**src/rtl/bsr_pkg.sv**
```systemverilog
// Shared types and codes for the bounded stack with remove.
// Holds the request and response transaction structs and the operation/status codes.
// No dependencies.
package bsr_pkg;

   // Fixed field widths of the transaction payloads
   localparam int REQ_TYPE_W  = 3;
   localparam int VALUE_W     = 32;
   localparam int STATUS_W    = 2;
   localparam int COUNT_OUT_W = 5;

   // Operation codes
   localparam logic [REQ_TYPE_W-1:0] OP_PUSH   = 3'd0;
   localparam logic [REQ_TYPE_W-1:0] OP_POP    = 3'd1;
   localparam logic [REQ_TYPE_W-1:0] OP_PEEK   = 3'd2;
   localparam logic [REQ_TYPE_W-1:0] OP_REMOVE = 3'd3;
   localparam logic [REQ_TYPE_W-1:0] OP_CLEAR  = 3'd4;

   // Status codes
   localparam logic [STATUS_W-1:0] ST_OK        = 2'd0;
   localparam logic [STATUS_W-1:0] ST_FULL      = 2'd1;
   localparam logic [STATUS_W-1:0] ST_EMPTY     = 2'd2;
   localparam logic [STATUS_W-1:0] ST_NOT_FOUND = 2'd3;

   typedef struct packed {
      logic [REQ_TYPE_W-1:0] req_type;
      logic [VALUE_W-1:0]    value_in;
   } bsr_req_type;

   typedef struct packed {
      logic [STATUS_W-1:0]    status;
      logic [VALUE_W-1:0]     value_out;
      logic [COUNT_OUT_W-1:0] count_out;
   } bsr_rsp_type;

endpackage

```
**src/rtl/bsr_store.sv**
```systemverilog
// Entry storage for the bounded stack: one write port, one registered read port.
// Stand-alone; no package needed.
module bsr_store #(
   parameter int DEPTH = 16,
   parameter int WIDTH = 32,
   localparam int ADDR_W = (DEPTH > 1) ? $clog2(DEPTH) : 1
) (
   input  logic              clock,
   input  logic              wr_en,
   input  logic [ADDR_W-1:0] wr_addr,
   input  logic [WIDTH-1:0]  wr_data,
   input  logic              rd_en,
   input  logic [ADDR_W-1:0] rd_addr,
   output logic [WIDTH-1:0]  rd_data
);

   logic [WIDTH-1:0] mem_ff [DEPTH];
   logic [WIDTH-1:0] rd_data_ff;

   // Write port
   always_ff @(posedge clock) begin
      if (wr_en) begin
         mem_ff[wr_addr] <= wr_data;
      end
   end

   // Registered read port
   always_ff @(posedge clock) begin
      if (rd_en) begin
         rd_data_ff <= mem_ff[rd_addr];
      end
   end

   assign rd_data = rd_data_ff;

endmodule

```
**src/rtl/bounded_stack_with_remove.sv**
```systemverilog
// Top level of the bounded stack with remove: sequencer, count and response register.
// Depends on bsr_pkg and bsr_store.
//
//   channel | ports                          | direction | payload
//   --------+--------------------------------+-----------+-------------------------------
//   request | req_valid, req_stall, req_data | in        | req_type, value_in
//   result  | rsp_valid, rsp_stall, rsp_data | out       | status, value_out, count_out
//
// Push, pop, clear, unused codes and rejected requests answer from idle; peek from S_PEEK.
// Remove walks the entries through the single read port, one entry a cycle, and on a
// match moves each entry above it down one place before answering.
// Reset clears the count and control state; entry contents are undefined until pushed.
// req_stall is high while a request is in progress, or while a finished response
// is still held by rsp_stall and the register cannot take another.
module bounded_stack_with_remove #(
   parameter int CAPACITY   = 16,
   parameter int ELEM_WIDTH = 32
) (
   input  logic                 clock,
   input  logic                 reset,
   input  logic                 req_valid,
   output logic                 req_stall,
   input  bsr_pkg::bsr_req_type req_data,
   output logic                 rsp_valid,
   input  logic                 rsp_stall,
   output bsr_pkg::bsr_rsp_type rsp_data
);

   import bsr_pkg::*;

   localparam int IDX_W = (CAPACITY > 1) ? $clog2(CAPACITY) : 1;
   localparam int CNT_W = $clog2(CAPACITY + 1);
   localparam logic [CNT_W-1:0] CAP_CNT = CNT_W'(CAPACITY);

   typedef enum logic [3:0] {
      S_IDLE   = 4'b0001,
      S_PEEK   = 4'b0010,
      S_SEARCH = 4'b0100,
      S_SHIFT  = 4'b1000
   } state_type;

   state_type         state_ff, state_in;
   logic [CNT_W-1:0]  count_ff, count_in;
   logic [CNT_W-1:0]  idx_ff, idx_in;
   logic [ELEM_WIDTH-1:0] val_ff, val_in;
   logic              rsp_valid_ff, rsp_valid_in;
   bsr_rsp_type       rsp_data_ff, rsp_data_in;

   logic              req_accept;
   logic              out_free;
   logic              rsp_load;
   logic [STATUS_W-1:0] rsp_status;
   logic [VALUE_W-1:0]  rsp_value;

   logic                  wr_en;
   logic [IDX_W-1:0]      wr_addr;
   logic [ELEM_WIDTH-1:0] wr_data;
   logic                  rd_en;
   logic [IDX_W-1:0]      rd_addr;
   logic [ELEM_WIDTH-1:0] rd_data;

   logic [ELEM_WIDTH+VALUE_W-1:0]  req_value_ext;
   logic [ELEM_WIDTH-1:0]          req_value;
   logic [VALUE_W+ELEM_WIDTH-1:0]  rd_value_ext;
   logic [VALUE_W-1:0]             rd_value;
   logic [COUNT_OUT_W+CNT_W-1:0]   count_out_ext;
   logic [CNT_W:0]                 nxt1, nxt2;
   logic [CNT_W-1:0]               cnt_m1;
   logic                           more1, more2;
   logic                           hit;

   bsr_store #(
      .DEPTH (CAPACITY),
      .WIDTH (ELEM_WIDTH)
   ) u_store (
      .clock   (clock),
      .wr_en   (wr_en),
      .wr_addr (wr_addr),
      .wr_data (wr_data),
      .rd_en   (rd_en),
      .rd_addr (rd_addr),
      .rd_data (rd_data)
   );

   // Width adaptation between fixed payload fields and entry width
   assign req_value_ext = {{ELEM_WIDTH{1'b0}}, req_data.value_in};
   assign req_value     = req_value_ext[ELEM_WIDTH-1:0];
   assign rd_value_ext  = {{VALUE_W{1'b0}}, rd_data};
   assign rd_value      = rd_value_ext[VALUE_W-1:0];
   assign count_out_ext = {{COUNT_OUT_W{1'b0}}, count_in};

   // Walk pointers, one bit wider so the limit compare cannot wrap
   assign nxt1   = {1'b0, idx_ff} + (CNT_W+1)'(1);
   assign nxt2   = {1'b0, idx_ff} + (CNT_W+1)'(2);
   assign more1  = nxt1 < {1'b0, count_ff};
   assign more2  = nxt2 < {1'b0, count_ff};
   assign cnt_m1 = count_ff - CNT_W'(1);

   // The shared equality unit used by the search
   assign hit = (rd_data == val_ff);

   // Handshake
   assign out_free   = !rsp_valid_ff || !rsp_stall;
   assign req_stall  = (state_ff != S_IDLE) || !out_free;
   assign req_accept = req_valid && !req_stall;

   // Sequencer
   always_comb begin
      state_in   = state_ff;
      count_in   = count_ff;
      idx_in     = idx_ff;
      val_in     = val_ff;
      wr_en      = 1'b0;
      wr_addr    = idx_ff[IDX_W-1:0];
      wr_data    = rd_data;
      rd_en      = 1'b0;
      rd_addr    = nxt1[IDX_W-1:0];
      rsp_load   = 1'b0;
      rsp_status = ST_OK;
      rsp_value  = '0;

      unique case (state_ff)
         S_IDLE: begin
            if (req_accept) begin
               val_in = req_value;
               idx_in = '0;
               unique case (req_data.req_type)
                  OP_PUSH: begin
                     rsp_load = 1'b1;
                     if (count_ff == CAP_CNT) begin
                        rsp_status = ST_FULL;
                     end else begin
                        wr_en    = 1'b1;
                        wr_addr  = count_ff[IDX_W-1:0];
                        wr_data  = req_value;
                        count_in = count_ff + CNT_W'(1);
                     end
                  end
                  OP_POP: begin
                     rsp_load = 1'b1;
                     if (count_ff == '0) begin
                        rsp_status = ST_EMPTY;
                     end else begin
                        count_in = cnt_m1;
                     end
                  end
                  OP_PEEK: begin
                     if (count_ff == '0) begin
                        rsp_load   = 1'b1;
                        rsp_status = ST_EMPTY;
                     end else begin
                        rd_en    = 1'b1;
                        rd_addr  = cnt_m1[IDX_W-1:0];
                        state_in = S_PEEK;
                     end
                  end
                  OP_REMOVE: begin
                     if (count_ff == '0) begin
                        rsp_load   = 1'b1;
                        rsp_status = ST_EMPTY;
                     end else begin
                        rd_en    = 1'b1;
                        rd_addr  = '0;
                        state_in = S_SEARCH;
                     end
                  end
                  OP_CLEAR: begin
                     rsp_load = 1'b1;
                     count_in = '0;
                  end
                  default: begin
                     rsp_load = 1'b1;
                  end
               endcase
            end
         end
         S_PEEK: begin
            if (out_free) begin
               rsp_load  = 1'b1;
               rsp_value = rd_value;
               state_in  = S_IDLE;
            end
         end
         S_SEARCH: begin
            // Data for idx arrives now; fetch the next entry in the same cycle
            rd_en   = more1;
            rd_addr = nxt1[IDX_W-1:0];
            if (hit) begin
               state_in = S_SHIFT;
            end else if (more1) begin
               idx_in = nxt1[CNT_W-1:0];
            end else if (out_free) begin
               rsp_load   = 1'b1;
               rsp_status = ST_NOT_FOUND;
               state_in   = S_IDLE;
            end
         end
         S_SHIFT: begin
            // rd_data holds entry idx+1; move it down one place
            if (more1) begin
               wr_en   = 1'b1;
               wr_addr = idx_ff[IDX_W-1:0];
               wr_data = rd_data;
               rd_en   = more2;
               rd_addr = nxt2[IDX_W-1:0];
               idx_in  = nxt1[CNT_W-1:0];
            end else if (out_free) begin
               count_in = cnt_m1;
               rsp_load = 1'b1;
               state_in = S_IDLE;
            end
         end
         default: begin
            state_in = S_IDLE;
         end
      endcase
   end

   // Response register
   always_comb begin
      rsp_valid_in = rsp_load || (rsp_valid_ff && rsp_stall);
      rsp_data_in  = rsp_data_ff;
      if (rsp_load) begin
         rsp_data_in.status    = rsp_status;
         rsp_data_in.value_out = rsp_value;
         rsp_data_in.count_out = count_out_ext[COUNT_OUT_W-1:0];
      end
   end

   // Control state
   always_ff @(posedge clock) begin
      if (reset) begin
         state_ff     <= S_IDLE;
         count_ff     <= '0;
         rsp_valid_ff <= 1'b0;
      end else begin
         state_ff     <= state_in;
         count_ff     <= count_in;
         rsp_valid_ff <= rsp_valid_in;
      end
   end

   // Payload registers
   always_ff @(posedge clock) begin
      idx_ff      <= idx_in;
      val_ff      <= val_in;
      rsp_data_ff <= rsp_data_in;
   end

   assign rsp_valid = rsp_valid_ff;
   assign rsp_data  = rsp_data_ff;

   // Checks
   a_count_bound: assert property (@(posedge clock) disable iff (reset)
      count_ff <= CAP_CNT)
      else $error("entry count above capacity");

   a_push_grows: assert property (@(posedge clock) disable iff (reset)
      (req_accept && req_data.req_type == OP_PUSH && count_ff != CAP_CNT)
      |=> count_ff == $past(count_ff) + CNT_W'(1))
      else $error("accepted push did not add an entry");

   a_walk_in_range: assert property (@(posedge clock) disable iff (reset)
      (state_ff == S_SEARCH || state_ff == S_SHIFT) |-> idx_ff < count_ff)
      else $error("remove walk pointer beyond held entries");

endmodule

```
**config.mk**
```make
export PLATFORM = sky130hd
export DESIGN_NAME = bounded_stack_with_remove
export DESIGN_NICKNAME = d
export VERILOG_FILES = /design/src/rtl/bsr_pkg.sv /design/src/rtl/bsr_store.sv /design/src/rtl/bounded_stack_with_remove.sv
export SDC_FILE = /design/constraint.sdc
export NUM_CORES = 1
export LEC_CHECK = 0
export ABC_AREA = 1
export BUFFER_PORTS_ARGS = -buffer_cell sky130_fd_sc_hd__buf_2
export CAP_MARGIN = 20
export CORE_ASPECT_RATIO = 0.6
export CORE_MARGIN = 2
export CORE_UTILIZATION = 36
export CTS_CLUSTER_DIAMETER = 30
export CTS_CLUSTER_SIZE = 12
export DETAILED_ROUTE_END_ITERATION = 8
export PLACE_DENSITY_LB_ADDON = 0.08
export SLEW_MARGIN = 20
export SYNTH_ARGS = -nofsm -noshare
export SYNTH_HDL_FRONTEND = slang
export SYNTH_SLANG_ARGS = --single-unit
```
**constraint.sdc**
```tcl
create_clock -name clock -period 4.4 [get_ports clock]
set_input_delay 0.88 -clock clock [delete_from_list [all_inputs] [get_ports clock]]
set_output_delay 0.88 -clock clock [all_outputs]
set_load 0.05 [all_outputs]
```
Word-level counts from Yosys, hierarchy flattened. Memories as Yosys holds them, arrays and structs flattened. A register that Yosys moved wholly into a read port is not among the register bits. Index checks and enable logic that the tools add are counted.

$add $sub $neg: 4. Order comparisons: 2. Equality and inequality tests: 16. Mux-type cells: 60. Reductions and logical operators: 18.

Operators with widths (number): 2-to-1 mux 32 bit (4); 2-to-1 mux 4 bit (14); 2-to-1 mux 5 bit (8); == test 32 bit (1); case mux 5 bit (3 select lines) (2); case mux 4 bit (2 select lines) (3); 2-to-1 mux 1 bit (17); case mux 4 bit (4 select lines) (1); < comparator 6 x 5 -> 1 bit (2); 2-to-1 mux 2 bit (5); case mux 5 bit (2 select lines) (1); case mux 2 bit (2 select lines) (2); adder 5 x 1 -> 6 bit (second input constant) (1); adder 5 x 2 -> 6 bit (second input constant) (1); == test 3 x 2 -> 1 bit (second input constant) (2); != test 3 bit (second input constant) (2); adder 5 x 1 -> 5 bit (second input constant) (1); == test 5 bit (second input constant) (1); logical NOT 5 bit (1); subtractor 5 x 1 -> 5 bit (second input constant) (1); == test 4 x 1 -> 1 bit (second input constant) (1); == test 4 x 2 -> 1 bit (second input constant) (1); == test 4 x 3 -> 1 bit (second input constant) (1); == test 4 bit (second input constant) (1); 18 further kinds (26).

Register bits after elaboration: 86. RAM bits: 512. Bits of input ports: 39. Output and inout bits: 41. Word-level logic and storage cells: 109. Memories: 1.

Memory list: u_store.mem_ff (depth 16, bits a word 32, read ports 1, clocked after Yosys merged registers in 1, wr ports 1, RTL line bsr_store.sv:17) `logic [WIDTH-1:0] mem_ff [DEPTH];`.

Longest topological paths before layout. Gate-level depths: netlist of the first run.

Depth in word-level cells: 10. Gate-level depth with buffers: 21. Mapped depth without buffers: 20.

By module. From an unflattened synthesis of the first run, not the netlist that was laid out.

Cell total of the unflattened synthesis: 2701. Area, all modules: 28137.0 um^2.

By module, submodules not included: bsr_store (times used 1, cells each 2120, area an instance 23050.9 um^2, sequential area each 16335.7 um^2); bounded_stack_with_remove (times used 1, cells each 581, area an instance 5086.1 um^2, sequential area each 2482.4 um^2).

Least setup slack after synthesis of the first run. Ideal clock, no wire load.

Kind: reg-to-reg. Start: reg idx_ff[1]. End: reg u_store.rd_data_ff[0], in the netlist u_store.rd_data[0] (read register of u_store.mem_ff) (enable). Library setup time: 436 ps. Arrival time: 3983 ps. Required time: 3964 ps. Slack: -19 ps. Stages on the path, launching flop included: 15. Buffers on the path: 1. Period minus slack after synthesis: 4419 ps. Cell sequence: edfxtp_1 > ha_1 > nor2_1 > nor2_1 > o21ai_0 > inv_1 > ha_1 > nand2_1 > nand2_1 > a21oi_1 > nand3_2 > clkbuf_1 > nor2_1 > o211ai_1 > o221ai_1.

Elaborated cells on any way between the ends: 12. Classes of those cells: add/sub (2); order compare (2); mux (8).

RTL lines: start, declared (RTL line bounded_stack_with_remove.sv:44) `logic [CNT_W-1:0] idx_ff, idx_in;`; start signal, assigned (RTL line bounded_stack_with_remove.sv:245) `idx_ff <= idx_in;`; adder 5 x 2 -> 6 bit or adder 5 x 1 -> 6 bit (tied branches) (RTL line bounded_stack_with_remove.sv:94, bounded_stack_with_remove.sv:93); < comparator 6 x 5 -> 1 bit, on equally long branches (RTL line bounded_stack_with_remove.sv:96, bounded_stack_with_remove.sv:95); 2-to-1 mux 1 bit (RTL line bounded_stack_with_remove.sv:200) `if (more1) begin`; case mux 1 bit (3 select lines) * (RTL line bounded_stack_with_remove.sv:122) `unique case (state_ff)`; named net rd_en (RTL line bounded_stack_with_remove.sv:58) `logic rd_en;`; end, declared (RTL line bsr_store.sv:18) `logic [WIDTH-1:0] rd_data_ff;`.

Mark *: on every way through the listed nets, which the timed path passes. The rest lies on a longest branch. A chain may end at the register's enable or synchronous reset.

Worst setup path in the final report of the first run.
Start: reg idx_ff[1]. End: reg u_store.rd_data_ff[4], in the netlist u_store.rd_data[4] (read register of u_store.mem_ff), data pin.

Word-level cells in the longest chain between the ends: 5. Elaborated cells on any way between the ends: 12. Classes of those cells: add/sub (2); order compare (2); mux (8).

Ends and longest elaborated chain: parallel branches: the longest is 5 deep, another holds adder 5 x 2 -> 6 bit.

Several ways; the timed one is not identified.

==> results of run 1 <==
-- registers in the layout, summed over array words and instances (netlist names) --
register         flops
u_store.rd_data     32
idx_ff               5
rsp_data            39
u_store.mem_ff     512
rsp_valid            1
count_ff             5
val_ff              32
state_ff             4
-- cell usage after synthesis (4+ instances only) --
cell | instances | area share, %
edfxtp_1 | 620 | 64
inv_1 | 593 | 7.7
nand3_1 | 481 | 8.3
nand2_1 | 396 | 5.1
nand4_1 | 261 | 5.6
buf_2 | 123 | 2.1
nor2_1 | 68 | 0.88
o21ai_0 | 53 | 0.92
buf_4 | 34 | 0.88
a21oi_1 | 18 | 0.31
xor2_1 | 14 | 0.42
ha_1 | 13 | 0.56
or2_2 | 13 | 0.28
xnor2_1 | 13 | 0.39
clkbuf_1 | 12 | 0.16
dfxtp_1 | 10 | 0.69
nor3_1 | 7 | 0.12
o221ai_1 | 7 | 0.21
inv_2 | 5 | 0.065
o211ai_1 | 5 | 0.13
o22ai_1 | 4 | 0.086
-- area by class of cell --
type,count,area [sq um]
multi-input combinational,1375,7210
antenna,1,2.50
fill,7466,44500
inverter,598,2250
sequential,630,18800
tap,1066,1330
clock inverter,79,887
clock buffer,137,3070
timing repair buffer,176,1530
-- cell usage in the layout (no fill, tap or decap), types with 31 or more instances in the layout --
cell type,netlist,layout
nand2_1,396,395
inv_1,593,591
nand4_1,261,261
buf_12,0,31
edfxtp_1,620,620
o21ai_0,53,51
buf_2,123,79
nand3_1,481,477
clkbuf_16,0,120
nor2_1,68,51
buf_4,34,65
-- what timing repair did --
| item | in CTS | in global routing |
|---|---|---|
| hold endpoints to repair | 0 | 0 |
| gates resized for setup | 0 | 3 |
| setup endpoints to repair | 0 | 3 |
-- cells by family (layout without fill, tap and decap cells) --
logic type	Yosys count	after routing	synth area share, %
AND/OR/NAND/NOR	1238	1238	20.8
buffers and inverters	770	990	10.9
flip-flops	630	630	64.9
AO/OA/AOI/OAI	97	97	1.91
XOR/XNOR	27	27	0.816
adder cells (fa/ha/maj)	13	13	0.561
other	0	1	0
-- path summary, 6_finish.rpt --
kind	from	to	slack, ns	cells past startpoint
setup / recovery	idx_ff[1]$_SDFFCE_PN0P_	u_store.rd_data[4]$_DFFE_PP_	0.43	18
setup reg to reg	idx_ff[1]$_SDFFCE_PN0P_	u_store.rd_data[4]$_DFFE_PP_	0.43	18
hold reg to reg	u_store.rd_data[0]$_DFFE_PP_	rsp_data[5]$_SDFFCE_PN0P_	0.60	2
hold / removal	req_data[15]	val_ff[15]$_DFFE_PP_	0.36	1
-- worst reg2reg max path: cells and delay by family, from the launching register on --
family / cells / cell delay (ns)
and+or+nand+nor: 12 / 1.58
AOI/OAI and AO/OA: 2 / 0.50
adders and majority gates: 2 / 0.59
buffers and inverters: 2 / 0.66
DFF: 1 / 0.49
-- stage by stage --
stage	hold slack, ns	setup WS (ns)	util (%)	cell area [sq um]
after CTS	0.304	0.312	44.1	35100
after global placement	0.588	0.363	39.1	31100
after global routing	0.319	0.120	44.1	35100
after floorplan	0.546	0.287	-	29000
final	0.362	0.430	44.1	35100
after detailed placement	0.597	0.352	39.1	31100
-- layer usage --
metal	track usage [%]	up-vias
li1	-	9746
met1	32.5	10200
met2	31.2	706
met3	3.88	122
met4	5.64	0
met5	0	-
==> results.md, run 1 <==
- Min Tclk post-route: 3.97 ns
- DR WL met2: 37400 um
- #FFs+latches synth: 630
- Port bufs: 79
- Die width: 370 um
- Initial detailed-routing violation count: 2008
- Yosys cell types: 38
- Placed cell count: 3845
- RD Place Congestion: 0.850
- Status: completed
- Final WL: 88100 um
- CTS tree: built
- Crit-path cells: ha_1 > nor2_1 > nor2_1 > o21ai_1 > inv_1 > ha_1 > nand2_1 > nand2_1 > a21oi_1 > nand3_2 > nand2_1 > nand3_1 > nand3_4 > buf_16 > nand3_1 > nand3_1 > nand3_1 > nand2_1
- Non-filler cells, final: 4062
- Slew of the pin with the lowest slew margin: 1.06 ns
- Yosys Warn Count: 0
- Htree depth: 3
- Antenna violations before repair: 0
- Pin count of the biggest net entering global routing: 139
- Slew Viols, Final: 0
- Routed Antenna Nets: 0
- Number of synthesized flops with an enable pin: 620
- Fin nets: 2951
- Length of routed met3 wiring: 5360 um
- DRC: 0
- First-pass GRT wire length: 132000 um
- Clk_lat worst skew: 0.71 ns
- CP Capture Type: register
- Clk Tree Root Cell: clkbuf_16
- Mapped Avg Cell Area: 10.4 sq um
- Final setup viols: 0
- Boundary Pins: 80
- Die area: 0.0828 sq mm
- Number of global-route vias before repair: 20200
- Slowest CP cell: buf_16
- Final Hold Fails: 0
- Slew margin rel.: 29.4%
- RSZ-0062 raised after global routing: no
- Overflow after GRT: 0
- Final period utilization: 90.2%
- Area grow syn2layout: 21.1%
- Syn Inst Count: 2775
- Post-DR wirelength/cell: 21.7 um
- Area of the mapped netlist: 0.0290 sq mm
- Max-cap violations: 0
- Clk_skew: 0.0314 ns
- Std cell rows: 80
- 1st-pass router iterations: 6
- CP Launch Type: register
- Initial Util: 36.4%
- Setup bufs post-CTS: 0
- All-Layer GR Usage: 21.4%
- WP data required: 4.96 ns
- Async SR Flop Fraction: 0%
- Ys flop type: edfxtp_1
- Kind of critical path: register to register
- Dpl hpwl: 46700 um
- Cts hold-fix bufs: 0
- Share of cells above drive strength 1: 13.7%
- CP arrival: 4.53 ns
- DR top layer: met4
- Clock Pin Slew Worst Setup and Hold Paths: 0.05 ns
- Met1 wire length: 43700 um
- Post-Syn Nets: 2827
- Worst Path Buf+Inv: 2
- Num Clock Sinks: 630
- Fmax achieved: 0.252 GHz
- CORE AREA: 0.0796 sq mm
- CP max FO: 128
- DR vias: 20800
- Cts bufs inserted: 118
- Vias per Instance: 5.12
- Clock Tree Buf Depth: 3
- Hold WC Path Type: input pin to register
- Die height: 224 um
- Crit-path max cell delay: 0.54 ns
- Cell family with most CP delay: simple AND/OR/NAND/NOR gates
- Seq/Total Area, Yosys: 64.9%
- Fin Setup TNS: 0 ns
Power of run 1 is not shown: default switching activity piles up to over one toggle a cycle in this logic, so the estimate is an artifact.
==> inputs of run 2 (changes only) <==
==> constraint.sdc (replaced) <==
create_clock -name clock -period 3.8 [get_ports clock]
set_input_delay 0.76 -clock clock [delete_from_list [all_inputs] [get_ports clock]]
set_output_delay 0.76 -clock clock [all_outputs]
set_load 0.05 [all_outputs]
==> run 2 against run 1 <==
Net effect:
- worst setup slack got worse by 0.14 ns
- non-clock buffer count up 33
- clock skew grew 0.015 ns
- hold slack got worse by 0.11 ns
- die area is the same
- sequential share of layout area down 0.45 points
- register-to-register slack worse by 0.14 ns
- first-iteration DRC count shrank 1.0%
- global-route usage about the same
- final cell count grew 0.79%
- critical path type unchanged
- critical endpoint is now u_store.rd_data[16]$_DFFE_PP_
- largest cell class unchanged
==> results.md, run 2 (synthesis gave the netlist of run 1 again) <==
- Final core occ: 44.5% (was 44.1%)
- Fmax achieved: 0.285 GHz (was 0.252 GHz)
- Clk Tree Root Cell: clkbuf_16 (unchanged)
- RD Place Congestion: 0.829 (was 0.850)
- Status: completed (unchanged)
- Clock Pin Slew Worst Setup and Hold Paths: 0.05 ns (about the same)
- Antenna violations before repair: 1 (was 0)
- Final WL: 87800 um (was 88100 um)
- Routed Antenna Nets: 0 (unchanged)
- WP data required: 4.22 ns (was 4.96 ns)
- Area grow syn2layout: 22.2% (was 21.1%)
- Initial detailed-routing violation count: 1988 (was 2008)
- Most frequent cells in the layout: edfxtp_1, inv_1, nand3_1 (unchanged)
- Min Tclk post-route: 3.51 ns (was 3.97 ns)
- Num Clock Sinks: 630 (unchanged)
- Reg with most FFs: u_store.mem_ff (unchanged)
- 1st-pass router iterations: 6 (unchanged)
- Initial Util: 36.4% (unchanged)
- Die width: 370 um (unchanged)
- RSZ-0062 raised after global routing: no (unchanged)
- Slew Viols, Final: 0 (unchanged)
- CORE AREA: 0.0796 sq mm (unchanged)
- CTS tree: built (unchanged)
- Setup bufs post-CTS: 0 (unchanged)
- CP arrival: 3.93 ns (was 4.53 ns)
- Number of global-route vias before repair: 19900 (was 20200)
- Fin nets: 2983 (was 2951)
- Final period utilization: 92.5% (was 90.2%)
- Pin count of the biggest net entering global routing: 97 (was 139)
- Final setup viols: 0 (unchanged)
- Overflow after GRT: 0 (unchanged)
- CP Capture Type: register (unchanged)
- Port bufs: 79 (unchanged)
- Die area: 0.0828 sq mm (unchanged)
- CP max FO: 46 (was 128)
- Most common cell after layout, fill and taps aside: edfxtp_1 (unchanged)
- Max FFs per register: 512 (unchanged)
- Slew margin rel.: 31.0% (was 29.4%)
- Die height: 224 um (unchanged)
- Htree depth: 3 (unchanged)
- Kind of critical path: register to register (unchanged)
- Hold WC Path Type: input pin to register (unchanged)
- All-Layer GR Usage: 21.4% (about the same)
- Boundary Pins: 80 (unchanged)
- Share of cells above drive strength 1: 14.5% (was 13.7%)
- DR vias: 20800 (about the same)
- Max-cap violations: 0 (unchanged)
- First-pass GRT wire length: 131000 um (was 132000 um)
- Clk_lat worst skew: 0.70 ns (was 0.71 ns)
- DRC: 0 (unchanged)
- Clk_skew: 0.0459 ns (was 0.0314 ns)
- # fillers: 7507 (was 7466)
- Final Hold Fails: 0 (unchanged)
- Slew of the pin with the lowest slew margin: 1.03 ns (was 1.06 ns)
- Std cell rows: 80 (unchanged)
- CP Launch Type: register (unchanged)
- Cts bufs inserted: 117 (was 118)
- Clock Tree Buf Depth: 3 (unchanged)
- Post-DR wirelength/cell: 21.4 um (was 21.7 um)
- Vias per Instance: 5.09 (was 5.12)
- Ant diodes: 0 (was 1)
- Dpl hpwl: 47800 um (was 46700 um)
## run 2: stage by stage
step / hold WS (ns) / cells / TNS, ns / worst slack (ns) / instance area [sq um]
after detailed placement: 0.593 / 3878 / 0 / 0.110 / 31500
after global placement: 0.586 / 3878 / 0 / 0.192 / 31500
after CTS: 0.200 / 4094 / 0 / 0.0811 / 35400
after global routing: 0.209 / 4094 / 0 / 0.0263 / 35400
final: 0.254 / 4094 / 0 / 0.287 / 35400
after floorplan: 0.546 / 2775 / -160.22 / -0.313 / 29000
## run 2: path summary, 6_finish.rpt
path	from	end	slack, ns	depth (start not counted)
min	req_data[21]	val_ff[21]$_DFFE_PP_	0.25	1
max reg2reg	idx_ff[0]$_SDFFCE_PN0P_	u_store.rd_data[16]$_DFFE_PP_	0.29	16
min reg2reg	u_store.rd_data[0]$_DFFE_PP_	rsp_data[5]$_SDFFCE_PN0P_	0.59	2
max	idx_ff[0]$_SDFFCE_PN0P_	u_store.rd_data[16]$_DFFE_PP_	0.29	16
## run 2: metal layers
| metal | track usage (%) | share of wire, % |
|---|---|---|
| met1 | 32.4 | 49 |
| met2 | 31.0 | 43 |
| met3 | 4.24 | 6.3 |
| met4 | 5.49 | 1.8 |
| met5 | 0 | 0.015 |
## run 2: cell type report
class	instances	area, sq um	area share [%]
repair buffers	209	1880	5.32
clock inverters	77	861	2.43
multi-input cells	1375	7230	20.4
inverters	598	2250	6.35
clock buffers	139	3030	8.56
flip-flops and latches	630	18800	53.2
well taps	1066	1330	3.77
## run 2: critical path, cell delays in order (launching register included)
cell and delay (ns):
edfxtp_1 0.51, ha_1 0.29, nand3_1 0.10, xor2_1 0.27, ha_1 0.31, a21oi_2 0.23
nand3_4 0.19, nand2_1 0.17, nand3_4 0.13, nand3_4 0.14, buf_4 0.20, buf_12 0.24
nand2_1 0.08, nand3_1 0.08, nand3_1 0.08, nand3_1 0.10, nand2_1 0.05
## run 2: timing repair
item	CTS	global route
hold buffers	0	0
resized for setup	0	4
setup endpoints to repair	0	321
Power of run 2 is left out for the same reason.
